--- src/rtl/c_subset_lexer_top_defines.svh ---
// ----------------------------------------------------------------------------
// Assertion macros for the C subset lexer.
// ----------------------------------------------------------------------------
`ifndef C_SUBSET_LEXER_TOP_DEFINES_SVH
`define C_SUBSET_LEXER_TOP_DEFINES_SVH

// Clocked assertion with an explicit clock and active-low reset.
`define CSL_ASSERT_CLK(clk, rstn, lbl, prop, msg) \
    lbl: assert property (@(posedge clk) disable iff (!rstn) prop) else $error(msg);

// Assertion on the block clock and reset.
`define CSL_ASSERT(lbl, prop, msg) \
    `CSL_ASSERT_CLK(aclk, aresetn, lbl, prop, msg)

`endif

--- src/rtl/csl_pkg.sv ---
// ----------------------------------------------------------------------------
// csl_pkg
// Types, codes, tables and decode functions for the C subset lexer.
// ----------------------------------------------------------------------------
`default_nettype none

package csl_pkg;

    // Text length limit; positions saturate one below it, or at 65535.
    localparam int unsigned MAX_TEXT  = 65536;
    localparam int unsigned POS_MAX_I = (MAX_TEXT - 1 < 65535) ? (MAX_TEXT - 1) : 65535;
    localparam logic [15:0] POS_MAX   = 16'(POS_MAX_I);
    localparam logic [15:0] LEN_MAX   = 16'hFFFF;
    localparam logic [62:0] NUM_MAX   = {63{1'b1}};

    // Token kinds.
    localparam logic [2:0] KIND_RESERVED = 3'd0;
    localparam logic [2:0] KIND_IDENT    = 3'd1;
    localparam logic [2:0] KIND_NUMBER   = 3'd2;
    localparam logic [2:0] KIND_END      = 3'd3;
    localparam logic [2:0] KIND_ERROR    = 3'd4;

    // Pending token classes.
    localparam logic [2:0] PC_NONE  = 3'd0;
    localparam logic [2:0] PC_IDENT = 3'd1;
    localparam logic [2:0] PC_NUM   = 3'd2;
    localparam logic [2:0] PC_LT    = 3'd3;
    localparam logic [2:0] PC_GT    = 3'd4;
    localparam logic [2:0] PC_EQ    = 3'd5;
    localparam logic [2:0] PC_BANG  = 3'd6;

    // Reserved symbol codes.
    localparam logic [4:0] SYM_PLUS   = 5'd0;
    localparam logic [4:0] SYM_MINUS  = 5'd1;
    localparam logic [4:0] SYM_STAR   = 5'd2;
    localparam logic [4:0] SYM_SLASH  = 5'd3;
    localparam logic [4:0] SYM_LPAREN = 5'd4;
    localparam logic [4:0] SYM_RPAREN = 5'd5;
    localparam logic [4:0] SYM_LT     = 5'd6;
    localparam logic [4:0] SYM_GT     = 5'd7;
    localparam logic [4:0] SYM_SEMI   = 5'd8;
    localparam logic [4:0] SYM_ASSIGN = 5'd9;
    localparam logic [4:0] SYM_LBRACE = 5'd10;
    localparam logic [4:0] SYM_RBRACE = 5'd11;
    localparam logic [4:0] OP_EQEQ    = 5'd12;
    localparam logic [4:0] OP_NE      = 5'd13;
    localparam logic [4:0] OP_LE      = 5'd14;
    localparam logic [4:0] OP_GE      = 5'd15;
    localparam logic [4:0] KW_BASE    = 5'd16;

    localparam int unsigned NUM_KW = 5;
    localparam int unsigned KW_MAXLEN = 6;

    // Keywords: return, if, else, for, while.
    localparam logic [7:0] KW_TEXT [NUM_KW][KW_MAXLEN] = '{
        '{"r", "e", "t", "u", "r", "n"},
        '{"i", "f", 8'h00, 8'h00, 8'h00, 8'h00},
        '{"e", "l", "s", "e", 8'h00, 8'h00},
        '{"f", "o", "r", 8'h00, 8'h00, 8'h00},
        '{"w", "h", "i", "l", "e", 8'h00}
    };
    localparam logic [2:0] KW_LEN [NUM_KW] = '{3'd6, 3'd2, 3'd4, 3'd3, 3'd5};

    typedef struct packed {
        logic [2:0]  kind;
        logic [4:0]  code;
        logic [15:0] start;
        logic [15:0] len;
        logic [62:0] value;
        logic        last;
    } tok_t;

    typedef struct packed {
        logic       hit;
        logic [4:0] code;
    } sym_t;

    function automatic logic is_letter(input logic [7:0] b);
        return (b >= "a" && b <= "z") || (b >= "A" && b <= "Z") || b == "_";
    endfunction

    function automatic logic is_digit(input logic [7:0] b);
        return b >= "0" && b <= "9";
    endfunction

    function automatic logic is_space(input logic [7:0] b);
        return (b >= 8'd9 && b <= 8'd13) || b == " ";
    endfunction

    // One-byte symbols that are emitted at once; < > = ! go through lookahead.
    function automatic sym_t sym_lookup(input logic [7:0] b);
        sym_t s;
        s.hit = 1'b1;
        unique case (b)
            "+":     s.code = SYM_PLUS;
            "-":     s.code = SYM_MINUS;
            "*":     s.code = SYM_STAR;
            "/":     s.code = SYM_SLASH;
            "(":     s.code = SYM_LPAREN;
            ")":     s.code = SYM_RPAREN;
            ";":     s.code = SYM_SEMI;
            "{":     s.code = SYM_LBRACE;
            "}":     s.code = SYM_RBRACE;
            default: begin
                s.hit  = 1'b0;
                s.code = SYM_PLUS;
            end
        endcase
        return s;
    endfunction

    // Narrows the keyword candidates with the byte at offset idx.
    function automatic logic [4:0] match_kw(input logic [4:0] cand, input logic [15:0] idx,
                                            input logic [7:0] b);
        logic [4:0] res;
        res = '0;
        for (int i = 0; i < NUM_KW; i++) begin
            if (cand[i] && idx < {13'd0, KW_LEN[i]} && KW_TEXT[i][idx[2:0]] == b) begin
                res[i] = 1'b1;
            end
        end
        return res;
    endfunction

    // Token produced when the pending token is closed.
    function automatic tok_t flush_token(input logic [2:0] pc, input logic [15:0] start,
                                         input logic [15:0] len, input logic [62:0] acc,
                                         input logic [4:0] cand);
        tok_t t;
        logic found;
        t       = '0;
        t.start = start;
        t.len   = 16'd1;
        found   = 1'b0;
        case (pc)
            PC_IDENT: begin
                t.kind = KIND_IDENT;
                t.len  = len;
                for (int i = 0; i < NUM_KW; i++) begin
                    if (!found && cand[i] && len == {13'd0, KW_LEN[i]}) begin
                        found  = 1'b1;
                        t.kind = KIND_RESERVED;
                        t.code = KW_BASE + 5'(i);
                    end
                end
            end
            PC_NUM: begin
                t.kind  = KIND_NUMBER;
                t.len   = len;
                t.value = acc;
            end
            PC_LT: begin
                t.kind = KIND_RESERVED;
                t.code = SYM_LT;
            end
            PC_GT: begin
                t.kind = KIND_RESERVED;
                t.code = SYM_GT;
            end
            PC_EQ: begin
                t.kind = KIND_RESERVED;
                t.code = SYM_ASSIGN;
            end
            PC_BANG: begin
                t.kind = KIND_ERROR;
                t.last = 1'b1;
            end
            default: begin
                t.kind = KIND_RESERVED;
            end
        endcase
        return t;
    endfunction

endpackage

`default_nettype wire

--- src/rtl/c_subset_lexer_top.sv ---
// ----------------------------------------------------------------------------
// c_subset_lexer_top
// Byte-serial lexer for a small C subset with one token of lookahead.
// ----------------------------------------------------------------------------
// Usage:
// The s_ channel carries one source byte per item, or an end-of-text marker.
// The m_ channel carries tokens: kind, reserved code, start, length, value and
// a last flag on the end and error tokens.
// Each accepted item is decoded in the cycle it is accepted and its tokens
// are written into a three-entry result queue, so a token is queued from the
// cycle after the item that closes it. An item may close the pending token
// and emit its own, giving two tokens.
// Throughput is one item per cycle while the receiver keeps up and items give
// at most one token each; an item giving two tokens can lower s_ready.
// s_ready is low while two or more tokens wait in the queue, so a stalled
// receiver stops the input after at most two further token-giving items, with
// up to three tokens held.
// Reset clears the pending token, the position counter, the error flag and
// the queue. An end item resets all of these but the queue.
// ----------------------------------------------------------------------------
`default_nettype none
`include "c_subset_lexer_top_defines.svh"

module c_subset_lexer_top
    import csl_pkg::*;
#(
    parameter int unsigned MAX_TEXT = csl_pkg::MAX_TEXT
)
(
    input  wire logic        aclk,
    input  wire logic        aresetn,
    input  wire logic        s_valid,
    output logic             s_ready,
    input  wire logic [7:0]  s_text_byte,
    input  wire logic        s_end_of_text,
    output logic             m_valid,
    input  wire logic        m_ready,
    output logic [2:0]       m_token_kind,
    output logic [4:0]       m_symbol_code,
    output logic [15:0]      m_start_position,
    output logic [15:0]      m_token_length,
    output logic [62:0]      m_number_value,
    output logic             m_last_of_text
);

    // Positions saturate one below the text limit, or at 65535.
    localparam logic [15:0] POS_LIMIT = 16'((MAX_TEXT - 1 < 65535) ? (MAX_TEXT - 1) : 65535);

    // Lexer state.
    logic [2:0]  pc_reg,   pc_next;
    logic [15:0] pstart_reg, pstart_next;
    logic [15:0] plen_reg, plen_next;
    logic [62:0] acc_reg,  acc_next;
    logic [4:0]  cand_reg, cand_next;
    logic [15:0] pos_reg,  pos_next;
    logic        err_reg,  err_next;

    // Result queue.
    tok_t        fifo_reg [3];
    logic [1:0]  wr_ptr_reg, wr_ptr_next;
    logic [1:0]  rd_ptr_reg, rd_ptr_next;
    logic [1:0]  count_reg,  count_next;

    logic        accept;
    logic        pop;
    logic [1:0]  n_res;
    tok_t        res0, res1;
    logic [1:0]  wr_ptr_p1;

    function automatic logic [1:0] ptr_inc(input logic [1:0] p);
        return (p == 2'd2) ? 2'd0 : p + 2'd1;
    endfunction

    assign accept    = s_valid && s_ready;
    assign pop       = m_valid && m_ready;
    assign s_ready   = count_reg <= 2'd1;
    assign m_valid   = count_reg != 2'd0;
    assign wr_ptr_p1 = ptr_inc(wr_ptr_reg);

    assign m_token_kind     = fifo_reg[rd_ptr_reg].kind;
    assign m_symbol_code    = fifo_reg[rd_ptr_reg].code;
    assign m_start_position = fifo_reg[rd_ptr_reg].start;
    assign m_token_length   = fifo_reg[rd_ptr_reg].len;
    assign m_number_value   = fifo_reg[rd_ptr_reg].value;
    assign m_last_of_text   = fifo_reg[rd_ptr_reg].last;

    always_comb begin
        tok_t        flush_tok;
        tok_t        end_tok;
        tok_t        new_tok;
        logic        flush_vld;
        logic        new_vld;
        logic        let_b;
        logic        dig_b;
        logic [66:0] acc_mul;
        sym_t        sym;

        pc_next     = pc_reg;
        pstart_next = pstart_reg;
        plen_next   = plen_reg;
        acc_next    = acc_reg;
        cand_next   = cand_reg;
        pos_next    = pos_reg;
        err_next    = err_reg;
        res0        = '0;
        res1        = '0;
        n_res       = 2'd0;

        flush_tok = flush_token(pc_reg, pstart_reg, plen_reg, acc_reg, cand_reg);
        flush_vld = pc_reg != PC_NONE;
        let_b     = is_letter(s_text_byte);
        dig_b     = is_digit(s_text_byte);
        sym       = sym_lookup(s_text_byte);

        end_tok       = '0;
        end_tok.kind  = KIND_END;
        end_tok.start = pos_reg;
        end_tok.last  = 1'b1;

        new_tok       = '0;
        new_tok.start = pos_reg;
        new_tok.len   = 16'd1;
        new_vld       = 1'b0;

        // Ten times the accumulator plus the digit; exact in 67 bits.
        acc_mul = {1'b0, acc_reg, 3'd0} + {3'd0, acc_reg, 1'b0} + {63'd0, s_text_byte[3:0]};

        if (accept) begin
            if (s_end_of_text) begin
                if (!err_reg && flush_vld) begin
                    res0  = flush_tok;
                    res1  = end_tok;
                    n_res = 2'd2;
                end else begin
                    res0  = end_tok;
                    n_res = 2'd1;
                end
                pc_next     = PC_NONE;
                pstart_next = '0;
                plen_next   = '0;
                acc_next    = '0;
                cand_next   = '1;
                pos_next    = '0;
                err_next    = 1'b0;
            end else begin
                if (pos_reg < POS_LIMIT) begin
                    pos_next = pos_reg + 16'd1;
                end
                if (!err_reg) begin
                    if (pc_reg == PC_IDENT && (let_b || dig_b)) begin
                        cand_next = match_kw(cand_reg, plen_reg, s_text_byte);
                        plen_next = (plen_reg == LEN_MAX) ? plen_reg : plen_reg + 16'd1;
                    end else if (pc_reg == PC_NUM && dig_b) begin
                        acc_next  = (acc_mul > {4'd0, NUM_MAX}) ? NUM_MAX : acc_mul[62:0];
                        plen_next = (plen_reg == LEN_MAX) ? plen_reg : plen_reg + 16'd1;
                    end else if (pc_reg >= PC_LT && s_text_byte == "=") begin
                        res0       = '0;
                        res0.kind  = KIND_RESERVED;
                        res0.start = pstart_reg;
                        res0.len   = 16'd2;
                        case (pc_reg)
                            PC_EQ:   res0.code = OP_EQEQ;
                            PC_BANG: res0.code = OP_NE;
                            PC_LT:   res0.code = OP_LE;
                            default: res0.code = OP_GE;
                        endcase
                        n_res       = 2'd1;
                        pc_next     = PC_NONE;
                        pstart_next = '0;
                        plen_next   = '0;
                        acc_next    = '0;
                        cand_next   = '1;
                    end else begin
                        // The byte closes the pending token, then starts its own unless it is blank or a bang was held.
                        pc_next     = PC_NONE;
                        pstart_next = '0;
                        plen_next   = '0;
                        acc_next    = '0;
                        cand_next   = '1;
                        if (flush_vld) begin
                            res0  = flush_tok;
                            n_res = 2'd1;
                        end
                        if (pc_reg == PC_BANG) begin
                            err_next = 1'b1;
                        end else if (is_space(s_text_byte)) begin
                            new_vld = 1'b0;
                        end else if (s_text_byte == "<" || s_text_byte == ">" ||
                                     s_text_byte == "=" || s_text_byte == "!") begin
                            case (s_text_byte)
                                "<":     pc_next = PC_LT;
                                ">":     pc_next = PC_GT;
                                "=":     pc_next = PC_EQ;
                                default: pc_next = PC_BANG;
                            endcase
                            pstart_next = pos_reg;
                            plen_next   = 16'd1;
                        end else if (sym.hit) begin
                            new_vld      = 1'b1;
                            new_tok.kind = KIND_RESERVED;
                            new_tok.code = sym.code;
                        end else if (let_b) begin
                            pc_next     = PC_IDENT;
                            pstart_next = pos_reg;
                            plen_next   = 16'd1;
                            cand_next   = match_kw('1, 16'd0, s_text_byte);
                        end else if (dig_b) begin
                            pc_next     = PC_NUM;
                            pstart_next = pos_reg;
                            plen_next   = 16'd1;
                            acc_next    = {59'd0, s_text_byte[3:0]};
                        end else begin
                            new_vld      = 1'b1;
                            new_tok.kind = KIND_ERROR;
                            new_tok.last = 1'b1;
                            err_next     = 1'b1;
                        end
                        if (new_vld) begin
                            if (flush_vld) begin
                                res1  = new_tok;
                                n_res = 2'd2;
                            end else begin
                                res0  = new_tok;
                                n_res = 2'd1;
                            end
                        end
                    end
                end
            end
        end
    end

    always_comb begin
        wr_ptr_next = wr_ptr_reg;
        if (n_res == 2'd1) begin
            wr_ptr_next = wr_ptr_p1;
        end else if (n_res == 2'd2) begin
            wr_ptr_next = ptr_inc(wr_ptr_p1);
        end
        rd_ptr_next = pop ? ptr_inc(rd_ptr_reg) : rd_ptr_reg;
        count_next  = count_reg + n_res - {1'b0, pop};
    end

    always_ff @(posedge aclk) begin
        if (!aresetn) begin
            pc_reg     <= PC_NONE;
            pstart_reg <= '0;
            plen_reg   <= '0;
            acc_reg    <= '0;
            cand_reg   <= '1;
            pos_reg    <= '0;
            err_reg    <= 1'b0;
            wr_ptr_reg <= '0;
            rd_ptr_reg <= '0;
            count_reg  <= '0;
        end else begin
            pc_reg     <= pc_next;
            pstart_reg <= pstart_next;
            plen_reg   <= plen_next;
            acc_reg    <= acc_next;
            cand_reg   <= cand_next;
            pos_reg    <= pos_next;
            err_reg    <= err_next;
            wr_ptr_reg <= wr_ptr_next;
            rd_ptr_reg <= rd_ptr_next;
            count_reg  <= count_next;
        end
    end

    always_ff @(posedge aclk) begin
        if (n_res != 2'd0) begin
            fifo_reg[wr_ptr_reg] <= res0;
        end
        if (n_res == 2'd2) begin
            fifo_reg[wr_ptr_p1] <= res1;
        end
    end

    // An end item clears the position, the pending token and the error flag.
    `CSL_ASSERT(a_end_clears, (accept && s_end_of_text) |=> (pos_reg == 16'd0 && pc_reg == PC_NONE && !err_reg), "end item did not clear lexer state")

    // Once an error is seen nothing stays pending.
    `CSL_ASSERT(a_err_no_pending, err_reg |-> (pc_reg == PC_NONE), "pending token held after an error")

    // Only number tokens carry a value.
    `CSL_ASSERT(a_value_kind, (m_valid && m_token_kind != KIND_NUMBER) |-> (m_number_value == 63'd0), "value on a token that is not a number")

    // A pop with nothing written shrinks the queue by one.
    `CSL_ASSERT(a_queue_pop, (!accept && pop) |=> (count_reg == $past(count_reg) - 2'd1), "queue occupancy lost track")

endmodule

`default_nettype wire

--- config.mk ---
export PLATFORM = sky130hd
export DESIGN_NAME = c_subset_lexer_top
export DESIGN_NICKNAME = d
export VERILOG_FILES = /design/src/rtl/csl_pkg.sv /design/src/rtl/c_subset_lexer_top.sv
export VERILOG_INCLUDE_DIRS = /design/src /design/src/rtl
export SDC_FILE = /design/constraint.sdc
export NUM_CORES = 1
export LEC_CHECK = 0
export ABC_AREA = 1
export BUFFER_PORTS_ARGS = -buffer_cell sky130_fd_sc_hd__buf_2
export CAP_MARGIN = 20
export CORE_AREA = 2 2 238 240
export DETAILED_ROUTE_END_ITERATION = 7
export DIE_AREA = 0 0 240 242
export PLACE_DENSITY = 0.66
export SYNTH_ARGS = -nofsm -noshare
export SYNTH_HDL_FRONTEND = slang
export SYNTH_SLANG_ARGS = --single-unit
--- constraint.sdc ---
create_clock -name aclk -period 6.5 [get_ports aclk]
set_input_delay 1.3 -clock aclk [delete_from_list [all_inputs] [get_ports aclk]]
set_output_delay 1.3 -clock aclk [all_outputs]
set_load 0.005 [all_outputs]
Word-level counts from Yosys, hierarchy flattened --
Memory sizes are Yosys's and may differ from the RTL's. A register that Yosys moved wholly into a read port is not among the register bits. Cells that the tools add are included.
Operators by class: add/subtract/negate cells 9, multiply operators 0, divide/modulo/power cells 0, magnitude comparators 18, eq/ne operators 46, shift-type cells 0, mux-type cells 169, bitwise gates (word level) 1, reductions and logical operators 53
Operators by type and width (count):
- 104-bit 2-to-1 mux | 18
- 63-bit 2-to-1 mux | 6
- 16-bit 2-to-1 mux | 19
- 8-bit 2-to-1 mux | 17
- 103-bit 2-to-1 mux | 1
- 8-bit by 6-bit == test with 1-bit output, second input constant | 12
- 66-bit by 64-bit adder with 67-bit output | 1
- 67-bit by 4-bit adder with 67-bit output | 1
- 67-bit by 63-bit greater-than comparator with 1-bit output, second input constant | 1
- 5-bit 2-to-1 mux | 11
- 1-bit 2-to-1 mux | 54
- 16-bit by 3-bit == test with 1-bit output, second input constant | 3
- 16-bit by 3-bit < comparator with 1-bit output, second input constant | 3
- 7-bit by 8-bit == test with 1-bit output, first input constant | 5
- 8-bit == test | 5
- 2-bit 2-to-1 mux | 19
- 3-bit 2-to-1 mux | 11
- 16-bit by 1-bit adder with 16-bit output, second input constant | 2
- 16-bit by 2-bit == test with 1-bit output, second input constant | 2
- 16-bit by 2-bit < comparator with 1-bit output, second input constant | 2
- 4-bit one-hot mux with 8 select lines | 1
- 1-bit logical AND | 29
- 4-bit 2-to-1 mux | 7
- 8-bit by 7-bit == test with 1-bit output, second input constant | 3
- other kinds (35) | 63
Storage, ports and cells: register bits 126, latch bits 0, bits in writable memories 312, bits in read-only memories 320, input bits 13, output and inout port bits 106, logic and storage cells 312, memories 6
Memory list:
- fifo_reg | words 3, bits a word 104, read ports 1, clocked after Yosys merged registers in 1, write ports 2, RTL line c_subset_lexer_top.sv:59 | tok_t fifo_reg [3];
- (no name shown) | words 8, bits a word 8, read ports 1, clocked after Yosys merged registers in 0, write ports 0, RTL line csl_pkg.sv:118 | if (cand[i] && idx < {13'd0, KW_LEN[i]} && KW_TEXT[i][idx[2:0]] == b) begin
- (no name shown) | words 8, bits a word 8, read ports 1, clocked after Yosys merged registers in 0, write ports 0, RTL line csl_pkg.sv:118
- (no name shown) | words 8, bits a word 8, read ports 1, clocked after Yosys merged registers in 0, write ports 0, RTL line csl_pkg.sv:118
- (no name shown) | words 8, bits a word 8, read ports 1, clocked after Yosys merged registers in 0, write ports 0, RTL line csl_pkg.sv:118
- (no name shown) | words 8, bits a word 8, read ports 1, clocked after Yosys merged registers in 0, write ports 0, RTL line csl_pkg.sv:118

Logic depth before layout (Yosys ltp) --
depth in word-level cells 33, mapped depth 22, depth with buffers taken out 21

Worst setup path after synthesis --
Ideal clock, no wire load.
path kind input-to-reg, from input port s_text_byte[4], to memory fifo_reg[2][0] (netlist bit) (enable), library setup time 0.399 ns, arrival 4.843 ns, data required time 6.101 ns, path slack 1.257 ns, stages 18, path buffers 3, path through buf_4 -> inv_1 -> nand3_1 -> o32ai_4 -> nor2_2 -> nand2_1 -> nor2_4 -> ha_1 -> or2_2 -> inv_1 -> o22ai_1 -> inv_1 -> ha_1 -> nor3_1 -> inv_1 -> clkbuf_1 -> nand2_1 -> clkbuf_1
RTL lines:
- start: declaration | RTL line c_subset_lexer_top.sv:34 | input wire logic [7:0] s_text_byte,
- end: declaration | RTL line c_subset_lexer_top.sv:59

Final worst setup path --
from input port s_text_byte[3], to register acc_reg[11]
Between the ends: longest elaborated chain between the ends 8, elaborated cells on any way between the ends 24, those cells by class add/sub (1); order compare (7); eq/ne (2); mux (5); reduce/logical (9)
Ends and longest elaborated chain:
- branches (longest 8 deep; another with 67-bit by 4-bit adder with 67-bit output)
- end signal: assignment | RTL line c_subset_lexer_top.sv:260 | acc_reg <= acc_next;
- end: declaration | RTL line c_subset_lexer_top.sv:53 | logic [62:0] acc_reg, acc_next;
Parallel ways; which one is timed is not known. The select of a mux whose other input is x is not followed. A chain may end at the register's enable or synchronous reset.

==> flow_summary_export.csv <==
group,metric,value,unit
critical_path,cp-end-kind,"flop",
drt,wirelength,82000,um
final_layout,drive_gt1_frac,0.130,
synth,synth.most_common_cell,"nand2_1",
hold_path,hold_depth,2,
grt,gr-total-overflow,0,
timing,max_freq,213,MHz
placement,hpwl,57300,um
pwr,ir_worst_vdd,0.268,mV
synth,seq_area_frac_synth,0.347,
drt,vias_per_cell,5.59,
final_layout,nNetsFinal,3913,
critical_path,crit_type,"in -> reg",
critical_path,r2r_cells,20,
placement,gp_congestion,0.965,
synth,ys_seq_elements,440,
drt,routedWlPerCell,18.0,um
timing,finalWorstSetupSlack,1.80,ns
pwr,power.density,296,nW/um^2
floorplanning,dieArea,58100,um^2
grt,grt_pass1_wl,131000,um
synth,synth_edf_count,75,
cts,cts_buffers,49,
drt,drtIter0Drc,2222,
cts,cts.path.max_buffers,3,
drt,post-route-drc-count,0,
floorplanning,ios,119,
floorplanning,coreArea,55700,um^2
final_layout,largest_register_ffs,312,
synth,synthCells,3750,
synth,synth-main-ff-cell,"dfxtp_1",
synth,syn-num-nets,3905,
floorplanning,initial_core_util,0.495,
timing,relSlewSlack,0.306,
drt,vias,25500,
final_layout,n_antenna_cell,0,
cts,h-tree-depth,2,
cts,postCtsHoldBufs,0,
cts,post-cts-setup-buffer-count,0,
placement,io_buffers,118,
grt,grt_max_degree,131,
cts,clkSinkCount,440,
outcome,status,"complete, no violations",
synth,synth_area_per_cell,7.35,um^2
timing,tns,0,ns
critical_path,crit_path_start_kind,"input pin",
cts,clk_latency,0.62,ns
timing,rsz0062_at_grt,"no",
synth,async_flop_share,0,
timing,worst_pin_slew,1.04,ns
grt,grt_pass1_vias,24000,
timing,fin_crit_sh,0.723,
timing,finalSetupViolCount,0,
synth,yosysWarnings,0,
final_layout,final_util,0.543,
hold_path,hold_path.class,"reg -> reg",
drt,antenna_left,0,
critical_path,cp.arrival,5.14,ns
grt,antenna_found_initial,2,
cts,postCtsResizedCells,0,
synth,synth_area,27600,um^2
synth,synth_commonest_cells,"786 x nand2_1, 458 x inv_1, 380 x a21oi_1",
timing,finalCriticalPeriod,4.70,ns
synth,ys_top_cells_by_area,"dfxtp_1 26%, nand2_1 11%, edfxtp_1 8.2%, a21oi_1 6.9%, ha_1 6.4%",
run,max-cap-violations,0,
placement,pre_cts_slack,1.22,ns
grt,grt_usage,0.279,
cts,tritoncts,"yes",
synth,synth_top_cell_by_area,"dfxtp_1",
cts,clockRootBuffer,"clkbuf_16",
cts,clk_pin_slew,0.06,ns
timing,fin_skew,0.0420,ns
critical_path,cp.required,6.94,ns
floorplanning,die_height,242,um
floorplanning,fp.dieW,240,um
critical_path,cp_max_fo,40,
timing,hold_viol_final,0,
pwr,power_leakage,0.0127,uW
drt,drt-pass1-iter-count,6,
floorplanning,num_rows,87,
synth,yosysTopAreaCellShare,0.265,
final_layout,fillers,5621,
synth,synth_cell_types,66,
timing,maxSlewViolCount,0,
final_layout,synthToLayoutAreaGrowth,9.76,%
layout by cell type, fill, tap and decap left out, drive strengths merged, types with 15 or more instances in the layout:
master	Yosys	final
buf	56	154
nand2	808	808
inv	472	472
nor3	63	63
dfxtp	365	365
edfxtp	75	75
nand3b	17	17
o22ai	180	180
xor2	45	45
ha	140	140
o21ai	280	280
nand4	16	16
a21oi	381	381
clkinv	2	15
o32ai	16	16
nand3	261	261
a221oi	16	16
clkbuf	141	73
o21bai	59	59
nor2	268	268
worst paths after layout:
| path | from | end | slack (ns) |
|---|---|---|---|
| worst max-delay path | s_text_byte[3] | acc_reg[11] | 1.80 |
| worst min-delay path | fifo_reg[1][16] | fifo_reg[1][16] | 0.47 |
| worst max register to register | acc_reg[2] | acc_reg[11] | 2.45 |
| worst min register to register | fifo_reg[1][16] | fifo_reg[1][16] | 0.47 |
stage by stage:
stage	hold WS [ns]	cell area [um^2]	total power [uW]	instances
4_1_cts	0.474	30300	8990	4554
2_1_floorplan	0.443	27600	5230	3750
3_5_place_dp	0.465	28600	6080	4463
3_3_place_gp	0.459	28600	6050	4463
5_1_grt	0.484	30300	9410	4554
6_report	0.473	30300	8950	4554
cells by family after synthesis:
| kind of cell | share of synthesized area |
|---|---|
| simple gates | 0.245 |
| compound gates | 0.226 |
| buf+inv | 0.0992 |
| flops | 0.347 |
| fa+ha+maj | 0.0650 |
| xor+xnor | 0.0184 |
worst max-delay path, cell delays in order:
cell	delay (ns)
buf_2	0.26
inv_2	0.18
fa_1	0.56
inv_1	0.07
fa_1	0.46
inv_1	0.07
nor2_1	0.05
or2_1	0.22
nand2_1	0.06
nand2_1	0.10
nand2_1	0.08
nand2_1	0.08
nand2_1	0.07
nand2_1	0.09
nand2_1	0.09
nand2_1	0.08
nor2_4	0.10
buf_4	0.30
nand2_4	0.44
o21bai_1	0.35
a21oi_1	0.09
power breakdown:
part	leakage, uW	internal (uW)	total [uW]	switching (uW)
logic	0.00821	929	2540	1610
clock network	0.000821	1710	2900	1190
registers	0.00368	3330	3500	178
layout make-up:
cell class              count  area, um^2  share of cell area
multi-input cells        2639       15300               0.506
flip-flops and latches    440        9560               0.316
inverters                 474        1790              0.0593
clock buffers              73        1410              0.0465
repair buffers            154         961              0.0317
well taps                 756         946              0.0313
clock inverters            18         283             0.00934
per-layer routing:
metal | vias up | global-route usage | wire (um)
met1 | 11800 | 0.396 | 38100
met2 | 814 | 0.444 | 36700
li1 | 12700 | - | -
met4 | 4 | 0.0842 | 2090
met5 | - | 0 | 22
met3 | 143 | 0.0311 | 5020
Power figures use the tool's default switching activity.
